`src/design/slsbq_pkg.sv`:
```
// ----------------------------------------------------------------------------
// slsbq_pkg
// Shared types and constants of the stereo low-shelf biquad.
// ----------------------------------------------------------------------------
package slsbq_pkg;

  localparam int unsigned NumChannels = 2;    // default history banks
  localparam int unsigned SampleW     = 24;   // Q1.23 audio
  localparam int unsigned CoefW       = 32;   // Q8.24 coefficients
  localparam int unsigned HistW       = 32;   // saturated feedback history
  localparam int unsigned BankW       = 1;    // enough for the largest bank count
  localparam int unsigned CfgIdxW     = 3;
  localparam int unsigned CfgDataW    = 32;
  localparam int unsigned ChanCountW  = 2;

  // register indexes
  localparam logic [CfgIdxW-1:0] CfgB0        = 3'd0;
  localparam logic [CfgIdxW-1:0] CfgB1        = 3'd1;
  localparam logic [CfgIdxW-1:0] CfgB2        = 3'd2;
  localparam logic [CfgIdxW-1:0] CfgA1        = 3'd3;
  localparam logic [CfgIdxW-1:0] CfgA2        = 3'd4;
  localparam logic [CfgIdxW-1:0] CfgChanCount = 3'd5;

  // channel count codes
  localparam logic [ChanCountW-1:0] ChanMono   = 2'd1;
  localparam logic [ChanCountW-1:0] ChanStereo = 2'd2;

  // reset values
  localparam logic signed [CoefW-1:0] CoefOne = 32'sd16777216;

  typedef struct packed {
    logic signed [CoefW-1:0] b0;
    logic signed [CoefW-1:0] b1;
    logic signed [CoefW-1:0] b2;
    logic signed [CoefW-1:0] a1;
    logic signed [CoefW-1:0] a2;
  } slsbq_coef_t;

  // classified sample as queued between front and back
  typedef struct packed {
    logic signed [SampleW-1:0] sample;
    logic                      channel;
    logic                      last;
    logic [BankW-1:0]          bank;
    logic                      filt;   // low when channel count is 0 or 3: pass through
  } slsbq_item_t;

endpackage

```
`src/design/slsbq_front.sv`:
```
// ----------------------------------------------------------------------------
// slsbq_front
// Accepts input beats, picks the history bank and filter/bypass, and holds
// them in a two-entry queue for the back end.
// ----------------------------------------------------------------------------
module slsbq_front import slsbq_pkg::*; #(
  parameter int unsigned CHANNELS = NumChannels
) (
  input  logic                  clk_i,
  input  logic                  rst_ni,
  input  logic                  in_valid_i,
  output logic                  in_ready_o,
  input  logic [SampleW-1:0]    in_sample_i,
  input  logic                  in_channel_i,
  input  logic                  in_last_i,
  input  logic [ChanCountW-1:0] channel_count_i,
  output logic                  item_valid_o,
  output slsbq_item_t           item_o,
  input  logic                  item_pop_i
);

  localparam int unsigned Depth = 2;

  slsbq_item_t queue_q [Depth];
  logic        wr_ptr_q, wr_ptr_d;
  logic        rd_ptr_q, rd_ptr_d;
  logic [1:0]  count_q, count_d;
  slsbq_item_t item_in;
  logic        push, pop;

  always_comb begin
    item_in.sample  = $signed(in_sample_i);
    item_in.channel = in_channel_i;
    item_in.last    = in_last_i;
    item_in.filt    = (channel_count_i == ChanMono) || (channel_count_i == ChanStereo);
    item_in.bank    = '0;
    if (channel_count_i == ChanStereo && 32'(in_channel_i) < CHANNELS) begin
      item_in.bank = BankW'(in_channel_i);
    end
  end

  assign in_ready_o   = (count_q != 2'(Depth));
  assign push         = in_valid_i && in_ready_o;
  assign item_valid_o = (count_q != 2'd0);
  assign pop          = item_pop_i && item_valid_o;
  assign item_o       = queue_q[rd_ptr_q];

  always_comb begin
    wr_ptr_d = push ? ~wr_ptr_q : wr_ptr_q;
    rd_ptr_d = pop ? ~rd_ptr_q : rd_ptr_q;
    count_d  = count_q + 2'(push) - 2'(pop);
  end

  always_ff @(posedge clk_i or negedge rst_ni) begin
    if (!rst_ni) begin
      wr_ptr_q <= 1'b0;
      rd_ptr_q <= 1'b0;
      count_q  <= 2'd0;
    end else begin
      wr_ptr_q <= wr_ptr_d;
      rd_ptr_q <= rd_ptr_d;
      count_q  <= count_d;
    end
  end

  always_ff @(posedge clk_i) begin
    if (push) begin
      queue_q[wr_ptr_q] <= item_in;
    end
  end

endmodule

```
`config.mk`:
```
export PLATFORM = sky130hd
export DESIGN_NAME = slsbq_front
export DESIGN_NICKNAME = d
export VERILOG_FILES = /design/src/design/slsbq_pkg.sv /design/src/design/slsbq_front.sv
export SDC_FILE = /design/constraint.sdc
export NUM_CORES = 1
export LEC_CHECK = 0
export ABC_AREA = 1
export BUFFER_PORTS_ARGS = -buffer_cell sky130_fd_sc_hd__buf_2
export CAP_MARGIN = 20
export CORE_ASPECT_RATIO = 1.5
export CORE_MARGIN = 4
export CORE_UTILIZATION = 40
export CTS_CLUSTER_DIAMETER = 60
export CTS_CLUSTER_SIZE = 16
export DETAILED_ROUTE_END_ITERATION = 16
export HOLD_SLACK_MARGIN = 0.05
export PLACE_DENSITY_LB_ADDON = 0.1
export REMOVE_ABC_BUFFERS = 1
export SYNTH_ARGS = -nofsm -noshare
export SYNTH_HDL_FRONTEND = slang
export SYNTH_SLANG_ARGS = --single-unit
```
`constraint.sdc`:
```
create_clock -name clk_i -period 5.82 [get_ports clk_i]
set_input_delay 0.291 -clock clk_i [delete_from_list [all_inputs] [get_ports clk_i]]
set_output_delay 0.291 -clock clk_i [all_outputs]
set_load 0.03 [all_outputs]
```
==> results.py, run 1 <==
metrics = {
    "critical_path": {
        "crit_path_max_fanout": 29,
        "crit_required_ns": 5.53,
        "start_kind": "register",
        "crit_path_end_kind": "primary output",
        "critPathKind": "register to primary output",
        "cp_data_arrival_time_ns": 2.19,
    },
    "logic_synthesis": {
        "syn_area_mm2": 0.00230,
        "ys_seq_elements": 60,
        "synth-simple-area-share": 0.169,
        "avgSynthCellArea_um2": 12.6,
        "synth_top_family_by_area": "simple AND/OR/NAND/NOR gates",
        "yosys.area_share.adder": 0.0109,
        "synth_compound_area_frac": 0.00435,
        "seq_area_frac_synth": 0.774,
        "synth-warning-count": 0,
        "syn_inst": 183,
        "synth_cell_type_count": 16,
        "synth_mux_area_frac": 0,
        "synth_xor_xnor_area_share": 0.00381,
    },
    "clocking": {
        "cts_tree": "yes",
        "ctsResizeCount": 0,
        "clk_latency_ns": 0.32,
        "clockBufferDepth": 2,
        "h-tree-depth": 3,
        "clock_sinks": 60,
        "post-cts-setup-buffers": 0,
        "cts_made_buffers": 9,
        "clk_pin_slew_ns": 0.06,
        "cts_root_buffer": "clkbuf_8",
    },
    "power_and_ir_drop": {
        "leakage_nw": 1.27,
        "vdd_drop_max_uv": 310,
        "p_clk_frac": 0.212,
        "p_switching_w": 0.000645,
        "switching_share": 0.407,
        "power_frac_seq": 0.412,
        "p_per_area_mw_per_mm2": 557,
        "p_comb_frac": 0.376,
        "p_int_w": 0.000941,
    },
    "drt": {
        "drtIter0Drc": 101,
        "num_vias": 1448,
        "drt_pass1_iterations": 4,
        "wl_um": 4190,
        "drc_errors": 0,
        "wl_per_cell_um": 12.8,
        "ant_nets": 0,
        "vias_per_cell": 4.44,
    },
    "place": {
        "port_buffers": 61,
        "hpwl_um": 2710,
        "dp.cells": 309,
        "gp_congestion": 0.714,
    },
    "cells_and_area": {
        "area_delta_synth_final_pct": 23.9,
        "layout.nets": 285,
        "fin_cells": 326,
        "fin_util": 0.515,
        "final_cell_mix": "nand2_1 (92), buf_2 (61), edfxtp_1 (56)",
        "drive_above_1_share": 0.305,
        "mostFrequentLayoutCell": "nand2_1",
        "diodes": 0,
    },
    "grt": {
        "grt_util_met3": 0.0409,
        "track_usage": 0.126,
        "grt_overflow": 0,
        "antenna_found_initial": 0,
        "grt_max_degree": 30,
        "grt_use_met1": 0.134,
        "grt_pass1_vias": 1403,
        "grt_pass1_wl_um": 6620,
        "use_met2": 0.213,
        "busiest_layer": "met2",
    },
    "floorplanning": {
        "ios": 62,
        "fp.dieArea_mm2": 0.00705,
        "fp.coreArea_mm2": 0.00553,
        "die_w_um": 69.9,
        "start_util": 0.416,
        "rows": 33,
        "die_h_um": 101,
    },
    "sta": {
        "maxSlewHeadroom": 0.357,
        "min_period_over_period": 0.427,
        "hold_viol": 0,
        "skew_ns": 0.00701,
        "worst_slew_pin_slew_ns": 0.965,
        "finalSetupTns_ns": 0,
        "max_freq_ghz": 0.402,
        "period_needed_ns": 2.49,
        "rsz0062_at_grt": "no",
        "slew_viol_final": 0,
        "setup_viol": 0,
    },
    "outcome": {
        "status": "complete, no violations",
    },
    "min_path": {
        "hp-class": "input pin to register",
    },
    "flow_run": {
        "maxCapViolCount": 0,
    },
}
-- critical path: stages (launching register included) --
cell     delay, ns
dfrtp_1       0.98
inv_2         0.50
nand2_1       0.16
nand2_1       0.07
buf_2         0.18
-- cell families after synthesis --
| family | after synthesis |
|---|---|
| adders and majority gates | 2 |
| buffers and inverters | 17 |
| xor gates and xnor gates | 1 |
| and+or+nand+nor | 101 |
| DFF | 60 |
| AOI/OAI and AO/OA | 2 |
-- registers in the layout (all words and copies together) (netlist names) --
name / cells
rd_ptr_q: 1
wr_ptr_q: 1
queue_q: 56
count_q: 2
-- cell usage after synthesis --
| cell | number | area [µm²] |
|---|---|---|
| nand2_2 | 2 | 12.5 |
| buf_6 | 1 | 11.3 |
| a21oi_1 | 1 | 5.00 |
| ha_1 | 2 | 25.0 |
| nand2_1 | 92 | 345 |
| clkbuf_1 | 1 | 3.75 |
| nand3_1 | 2 | 10.0 |
| dfrtp_1 | 4 | 100 |
| inv_2 | 2 | 7.51 |
| nor2_2 | 1 | 6.26 |
| inv_1 | 9 | 33.8 |
| o21ai_1 | 1 | 5.00 |
| nor2_1 | 4 | 15.0 |
| edfxtp_1 | 56 | 1680 |
| buf_4 | 4 | 30.0 |
| xor2_1 | 1 | 8.76 |
-- repair_timing --
item	4_1_cts	5_1_grt
endpoints found under the setup margin	0	0
endpoints found under the hold margin	4	0
hold buffers	1	0
-- power groups by stage --
stage,Combinational (W),Sequential [W],Clock (W)
after floorplan,0.000425,0.000645,0
after global placement,0.000607,0.000662,0
after detailed placement,0.000610,0.000666,0
after CTS,0.000612,0.000657,0.000347
after global routing,0.000657,0.000665,0.000366
final,0.000597,0.000653,0.000336
-- area by class of cell --
cell class	instances	area (µm²)
tap	70	87.6
fill	525	2680
inverter	11	41.3
clock inverter	3	37.5
timing repair buffer	63	323
clock buffer	13	139
sequential	60	1780
multi-input combinational	106	440
-- path summary, 6_finish.rpt --
check                                     startpoint                  endpoint  cells past startpoint  slack [ns]
max in group asynchronous                     rst_ni      rd_ptr_q$_DFFE_PN0P_                      2        5.39
min in group asynchronous                     rst_ni      count_q[0]$_DFF_PN0_                      2        0.30
worst min-delay path                 in_sample_i[13]  queue_q[0][17]$_DFFE_PP_                      1        0.16
worst min register to register  wr_ptr_q$_DFFE_PN0P_      wr_ptr_q$_DFFE_PN0P_                      2        0.56
worst max-delay path            rd_ptr_q$_DFFE_PN0P_                item_o[20]                      4        3.33
worst max register to register  count_q[1]$_DFF_PN0_  queue_q[0][21]$_DFFE_PP_                      4        3.93
-- metal layers --
| metal | wire [µm] | share of wire |
|---|---|---|
| met4 | 85 | 0.020 |
| met5 | 0 | 0 |
| met2 | 2110 | 0.50 |
| met3 | 297 | 0.071 |
| met1 | 1700 | 0.41 |
-- through the flow --
| step | cell area [µm²] | setup slack (ns) | power (W) | hold slack, ns |
|---|---|---|---|---|
| 6_report | 2850 | 3.33 | 0.00159 | 0.160 |
| 3_3_place_gp | 2660 | 3.61 | 0.00127 | 0.106 |
| 3_5_place_dp | 2660 | 3.55 | 0.00128 | 0.106 |
| 5_1_grt | 2850 | 3.07 | 0.00169 | 0.136 |
| 4_1_cts | 2850 | 3.20 | 0.00162 | 0.135 |
| 2_1_floorplan | 2260 | 3.49 | 0.00107 | -0.00459 |
Power figures use the tool's default switching activity.
==> inputs of run 2 (changes only) <==
==> constraint.sdc (replaced) <==
create_clock -name clk_i -period 2 [get_ports clk_i]
set_input_delay 0.1 -clock clk_i [delete_from_list [all_inputs] [get_ports clk_i]]
set_output_delay 0.1 -clock clk_i [all_outputs]
set_load 0.03 [all_outputs]
==> results.py, run 2 (synthesis gave the netlist of run 1 again) <==
metrics = {
    "outcome": {
        "status": "complete, no violations",
    },
    "critical_path": {
        "r2r_start": "count_q[1]$_DFF_PN0_",
        "crit_path_max_fanout": 29,
        "reg2reg_depth": 4,
        "rrSetupSlack_ns": 0.57,
        "critPathKind": "register to primary output",
        "cp_data_arrival_time_ns": 1.50,
        "rr_endpoint": "queue_q[1][18]$_DFFE_PP_",
        "crit_end": "item_o[9]",
        "crit_required_ns": 1.90,
        "start_kind": "register",
        "worstSetupStartpoint": "rd_ptr_q$_DFFE_PN0P_",
        "crit_path_end_kind": "primary output",
    },
    "cells_and_area": {
        "fillers": 486,
        "final_area_mm2": 0.00314,
        "fin_util": 0.567,
        "largest_register": "queue_q",
        "multi_input_area_um2": 440,
        "diodes": 0,
        "regArea_mm2": 0.00178,
        "reg.largest.list": "queue_q (56), count_q (2)",
        "mostFrequentLayoutCell": "nand2_1",
        "final_cell_mix": "nand2_1 (92), buf_2 (61), edfxtp_1 (56)",
        "drive_above_1_share": 0.286,
        "area_delta_synth_final_pct": 36.4,
        "largest_reg_flops": 56,
        "layout.nets": 314,
    },
    "grt": {
        "track_usage": 0.135,
        "grt_pass1_wl_um": 7100,
        "grt_max_degree": 30,
        "antenna_found_initial": 0,
        "grt_overflow": 0,
        "grt_pass1_vias": 1558,
    },
    "floorplanning": {
        "fp.dieArea_mm2": 0.00705,
        "start_util": 0.416,
        "die_w_um": 69.9,
        "ios": 62,
        "die_h_um": 101,
        "rows": 33,
        "fp.coreArea_mm2": 0.00553,
    },
    "clocking": {
        "cts_tree": "yes",
        "cts_root_buffer": "clkbuf_8",
        "hold_buffers": 27,
        "ctsResizeCount": 0,
        "cts_made_buffers": 9,
        "clock_sinks": 60,
        "clk_pin_slew_ns": 0.06,
        "clk_latency_ns": 0.32,
        "clockBufferDepth": 2,
        "h-tree-depth": 3,
        "post-cts-setup-buffers": 0,
    },
    "min_path": {
        "min_from": "in_valid_i",
        "hp-class": "input pin to register",
    },
    "place": {
        "gp_congestion": 0.754,
        "placed_cell_area_mm2": 0.00270,
        "port_buffers": 61,
        "hpwl_um": 2780,
    },
    "sta": {
        "max_freq_ghz": 0.625,
        "slew_viol_final": 0,
        "hold_viol": 0,
        "whs_ns": 0.0753,
        "worst_slew_pin_slew_ns": 0.533,
        "skew_ns": 0.00856,
        "period_needed_ns": 1.60,
        "rsz0062_at_grt": "no",
        "min_period_over_period": 0.799,
        "setup_viol": 0,
        "maxSlewHeadroom": 0.644,
    },
    "drt": {
        "drtIter0Drc": 84,
        "ant_nets": 0,
        "drt_pass1_iterations": 4,
        "wl_um": 4240,
        "drc_errors": 0,
        "vias_per_cell": 4.39,
        "num_vias": 1548,
        "wl_per_cell_um": 12.0,
    },
    "power_and_ir_drop": {
        "switching_share": 0.404,
        "p_clk_frac": 0.202,
        "p_int_w": 0.00279,
        "p_comb_frac": 0.412,
        "leakage_nw": 1.40,
        "power_frac_seq": 0.387,
        "p_switching_w": 0.00189,
        "p_per_area_mw_per_mm2": 1490,
        "vdd_drop_max_uv": 923,
    },
    "flow_run": {
        "maxCapViolCount": 0,
    },
}
[run 2: changes by cell type in the layout (fill, tap and decap cells not counted), sizes merged]
| cell | change |
|---|---|
| clkbuf | -4 |
| clkinv | +2 |
| dlygate4sd3 | +26 |
| buf | +3 |
[run 2: final cells by class]
cell class | count | share of cell area
Tap cell | 70 | 0.0279
Inverter | 11 | 0.0132
Clock buffer | 9 | 0.0395
Timing Repair Buffer | 92 | 0.197
Clock inverter | 5 | 0.0144
Sequential cell | 60 | 0.568
Multi-Input combinational cell | 106 | 0.140
[run 2: routing by layer]
metal  GRT usage  share of wire
met2       0.238           0.53
met4      0.0796          0.026
met5           0              0
met3      0.0459          0.068
met1       0.138           0.37
[run 2: power groups by stage]
stage | clock network, W | logic (W) | registers, W
finish | 0.000944 | 0.00192 | 0.00181
global route | 0.00105 | 0.00213 | 0.00183
CTS | 0.000974 | 0.00198 | 0.00181
detailed placement | 0 | 0.00194 | 0.00183
global placement | 0 | 0.00193 | 0.00183
floorplan | 0 | 0.00124 | 0.00188
[run 2: metrics by stage]
stage	setup WS, ns	cells	setup TNS (ns)	total power [W]
6_report	0.401	353	0	0.00468
5_1_grt	0.214	353	0	0.00502
4_1_cts	0.323	353	0	0.00476
3_5_place_dp	0.544	312	0	0.00377
3_3_place_gp	0.580	312	0	0.00376
2_1_floorplan	-0.326	177	-9.13	0.00312
[run 2: how the worst min path moves through the flow]
stage | to | depth (start not counted)
2_1_floorplan | count_q[0]$_DFF_PN0_ | 0
3_5_place_dp | wr_ptr_q$_DFFE_PN0P_ | 1
4_1_cts | wr_ptr_q$_DFFE_PN0P_ | 3
6_report | wr_ptr_q$_DFFE_PN0P_ | 3
3_3_place_gp | wr_ptr_q$_DFFE_PN0P_ | 1
5_1_grt | wr_ptr_q$_DFFE_PN0P_ | 2
[run 2: critical path: stages, from the launching register on]
cell     delay (ns)
dfrtp_1        0.38
inv_2          0.41
nand2_1        0.09
nand2_1        0.10
buf_2          0.20
==> inputs of run 3 (changes only) <==
==> constraint.sdc (replaced) <==
create_clock -name clk_i -period 1.4 [get_ports clk_i]
set_input_delay 0.07 -clock clk_i [delete_from_list [all_inputs] [get_ports clk_i]]
set_output_delay 0.07 -clock clk_i [all_outputs]
set_load 0.03 [all_outputs]
==> results.py, run 3 (synthesis gave the netlist of run 1 again) <==
metrics = {
    "outcome": {
        "status": "finished with violations",
        "violations": "negative setup slack",
    },
    "place": {
        "gp_congestion": 0.729,
        "hpwl_um": 2870,
        "dp_slack_ns": -0.0399,
        "port_buffers": 61,
    },
    "clocking": {
        "cts_root_buffer": "clkbuf_8",
        "clock_sinks": 60,
        "cts_made_buffers": 9,
        "clk_pin_slew_ns": 0.06,
        "clk_latency_ns": 0.32,
        "h-tree-depth": 3,
        "cts_tree": "yes",
        "clockBufferDepth": 2,
    },
    "drt": {
        "drtIter0Drc": 70,
        "vias_per_cell": 4.58,
        "num_vias": 1680,
        "drc_errors": 0,
        "drt_pass1_iterations": 4,
        "wl_um": 5010,
        "wl_per_cell_um": 13.7,
        "ant_nets": 0,
    },
    "grt": {
        "grt_pass1_vias": 1592,
        "grt_max_degree": 29,
        "antenna_found_initial": 0,
        "grt_pass1_wl_um": 7270,
        "track_usage": 0.137,
        "grt_overflow": 0,
    },
    "cells_and_area": {
        "multi_input_area_um2": 647,
        "drive_above_1_share": 0.502,
        "fillers": 403,
        "mostFrequentLayoutCell": "edfxtp_1",
        "largest_register": "queue_q",
        "reg.largest.list": "queue_q (56), count_q (2)",
        "layout.nets": 326,
        "diodes": 0,
        "final_cell_mix": "edfxtp_1 (56), nand2_1 (44), nand2_2 (39)",
        "largest_reg_flops": 56,
        "area_delta_synth_final_pct": 61.9,
        "regArea_mm2": 0.00179,
    },
    "floorplanning": {
        "fp.coreArea_mm2": 0.00553,
        "die_w_um": 69.9,
        "rows": 33,
        "start_util": 0.416,
        "die_h_um": 101,
        "ios": 62,
        "fp.dieArea_mm2": 0.00705,
    },
    "critical_path": {
        "cp_cell_sequence": "inv_2 > nand2_4 > nand2_4 > nand2_2 > nand2_2 > ha_4 > inv_1 > nand2_1 > nand2_2 > inv_1 > nand2_1 > nand2_1",
        "cp_data_arrival_time_ns": 1.64,
        "crit_path_end_kind": "register",
        "slowest_stage": "dfrtp_2",
        "critPathKind": "register to register",
        "crit_required_ns": 1.62,
        "start_kind": "register",
        "worst_path_largest_cell_delay_ns": 0.46,
        "crit_path_max_fanout": 4,
    },
    "sta": {
        "hold_viol": 0,
        "period_needed_ns": 1.43,
        "slew_viol_final": 0,
        "worst_slew_pin_slew_ns": 0.175,
        "rsz0062_at_grt": "yes",
        "maxSlewHeadroom": 0.884,
        "skew_ns": 0.00288,
        "setup_viol": 52,
        "final.setup.worst_slack_ns": -0.0265,
        "min_period_over_period": 1.02,
        "whs_ns": 0.0764,
        "max_freq_ghz": 0.701,
    },
    "min_path": {
        "hp-class": "input pin to async pin",
    },
    "power_and_ir_drop": {
        "switching_share": 0.393,
        "power_frac_seq": 0.319,
        "leakage_nw": 1.60,
        "p_int_w": 0.00512,
        "p_per_area_mw_per_mm2": 2260,
        "p_clk_frac": 0.166,
        "finalPower_w": 0.00843,
        "p_comb_frac": 0.514,
        "p_switching_w": 0.00331,
        "vdd_drop_max_uv": 1550,
    },
    "flow_run": {
        "maxCapViolCount": 0,
    },
}
## run 3: changes by cell type in the layout (fill, tap and decap cells not counted), moves of 3 or more
cell	before	now
buf_2	61	33
buf_4	3	6
buf_6	0	31
dfrtp_1	4	1
dfrtp_2	0	3
nand2_1	92	44
nand2_2	2	39
nand2_4	0	11
## run 3: worst max-delay path: cells and delay by family, from the launching register on
kind / cells / cell delay [ns]
AND/OR/NAND/NOR: 8 / 0.54
flip-flops: 1 / 0.46
adder cells (fa/ha/maj): 1 / 0.16
buffers and inverters: 3 / 0.15
## run 3: power by group through the flow
stage / Clock [W] / Sequential [W] / Combinational [W]
after global placement: 0 / 0.00261 / 0.00284
after detailed placement: 0 / 0.00262 / 0.00286
after CTS: 0.00144 / 0.00260 / 0.00350
after floorplan: 0 / 0.00268 / 0.00177
final: 0.00140 / 0.00269 / 0.00434
after global routing: 0.00153 / 0.00272 / 0.00464
## run 3: final cells by class
class / instances / area share
flip-flops and latches: 60 / 0.479
repair buffers: 104 / 0.262
multi-input cells: 106 / 0.174
clock buffers: 9 / 0.0333
well taps: 70 / 0.0235
clock inverters: 7 / 0.0155
inverters: 11 / 0.0124
## run 3: worst paths after layout
path	from	endpoint	slack [ns]	depth (start not counted)
max	count_q[0]$_DFF_PN0_	count_q[1]$_DFF_PN0_	-0.03	12
min	rst_ni	count_q[0]$_DFF_PN0_	0.08	2
max reg2reg	count_q[0]$_DFF_PN0_	count_q[1]$_DFF_PN0_	-0.03	12
min reg2reg	wr_ptr_q$_DFFE_PN0P_	wr_ptr_q$_DFFE_PN0P_	0.59	2
max in group asynchronous	rst_ni	rd_ptr_q$_DFFE_PN0P_	1.18	2
min in group clk_i	in_valid_i	wr_ptr_q$_DFFE_PN0P_	0.08	3
## run 3: routing by layer
metal  GRT usage  vias up  part of all wire
li1            -      821                 -
met1       0.147      801              0.37
met2       0.238       50              0.57
met3      0.0409        8             0.051
met4      0.0752        0             0.017
met5           0        -                 0
## run 3: repair_timing
item / 4_1_cts / 5_1_grt
setup buffers: 2 / 3
gates cloned: 1 / 2
endpoints found under the setup margin: 29 / 29
hold buffers: 27 / 1
pin swaps: 0 / 16
hold endpoints to repair: 56 / 1
resized for setup: 44 / 94
## run 3: stage by stage
stage | cells | setup TNS [ns] | instance area [µm²] | util
after global placement | 315 | 0 | 2730 | 0.494
after floorplan | 177 | -39.54 | 2260 | -
final | 367 | -0.848 | 3720 | 0.673
after global routing | 367 | -4.52 | 3720 | 0.673
after detailed placement | 315 | -0.0399 | 2730 | 0.494
after CTS | 361 | -0.00766 | 3350 | 0.606
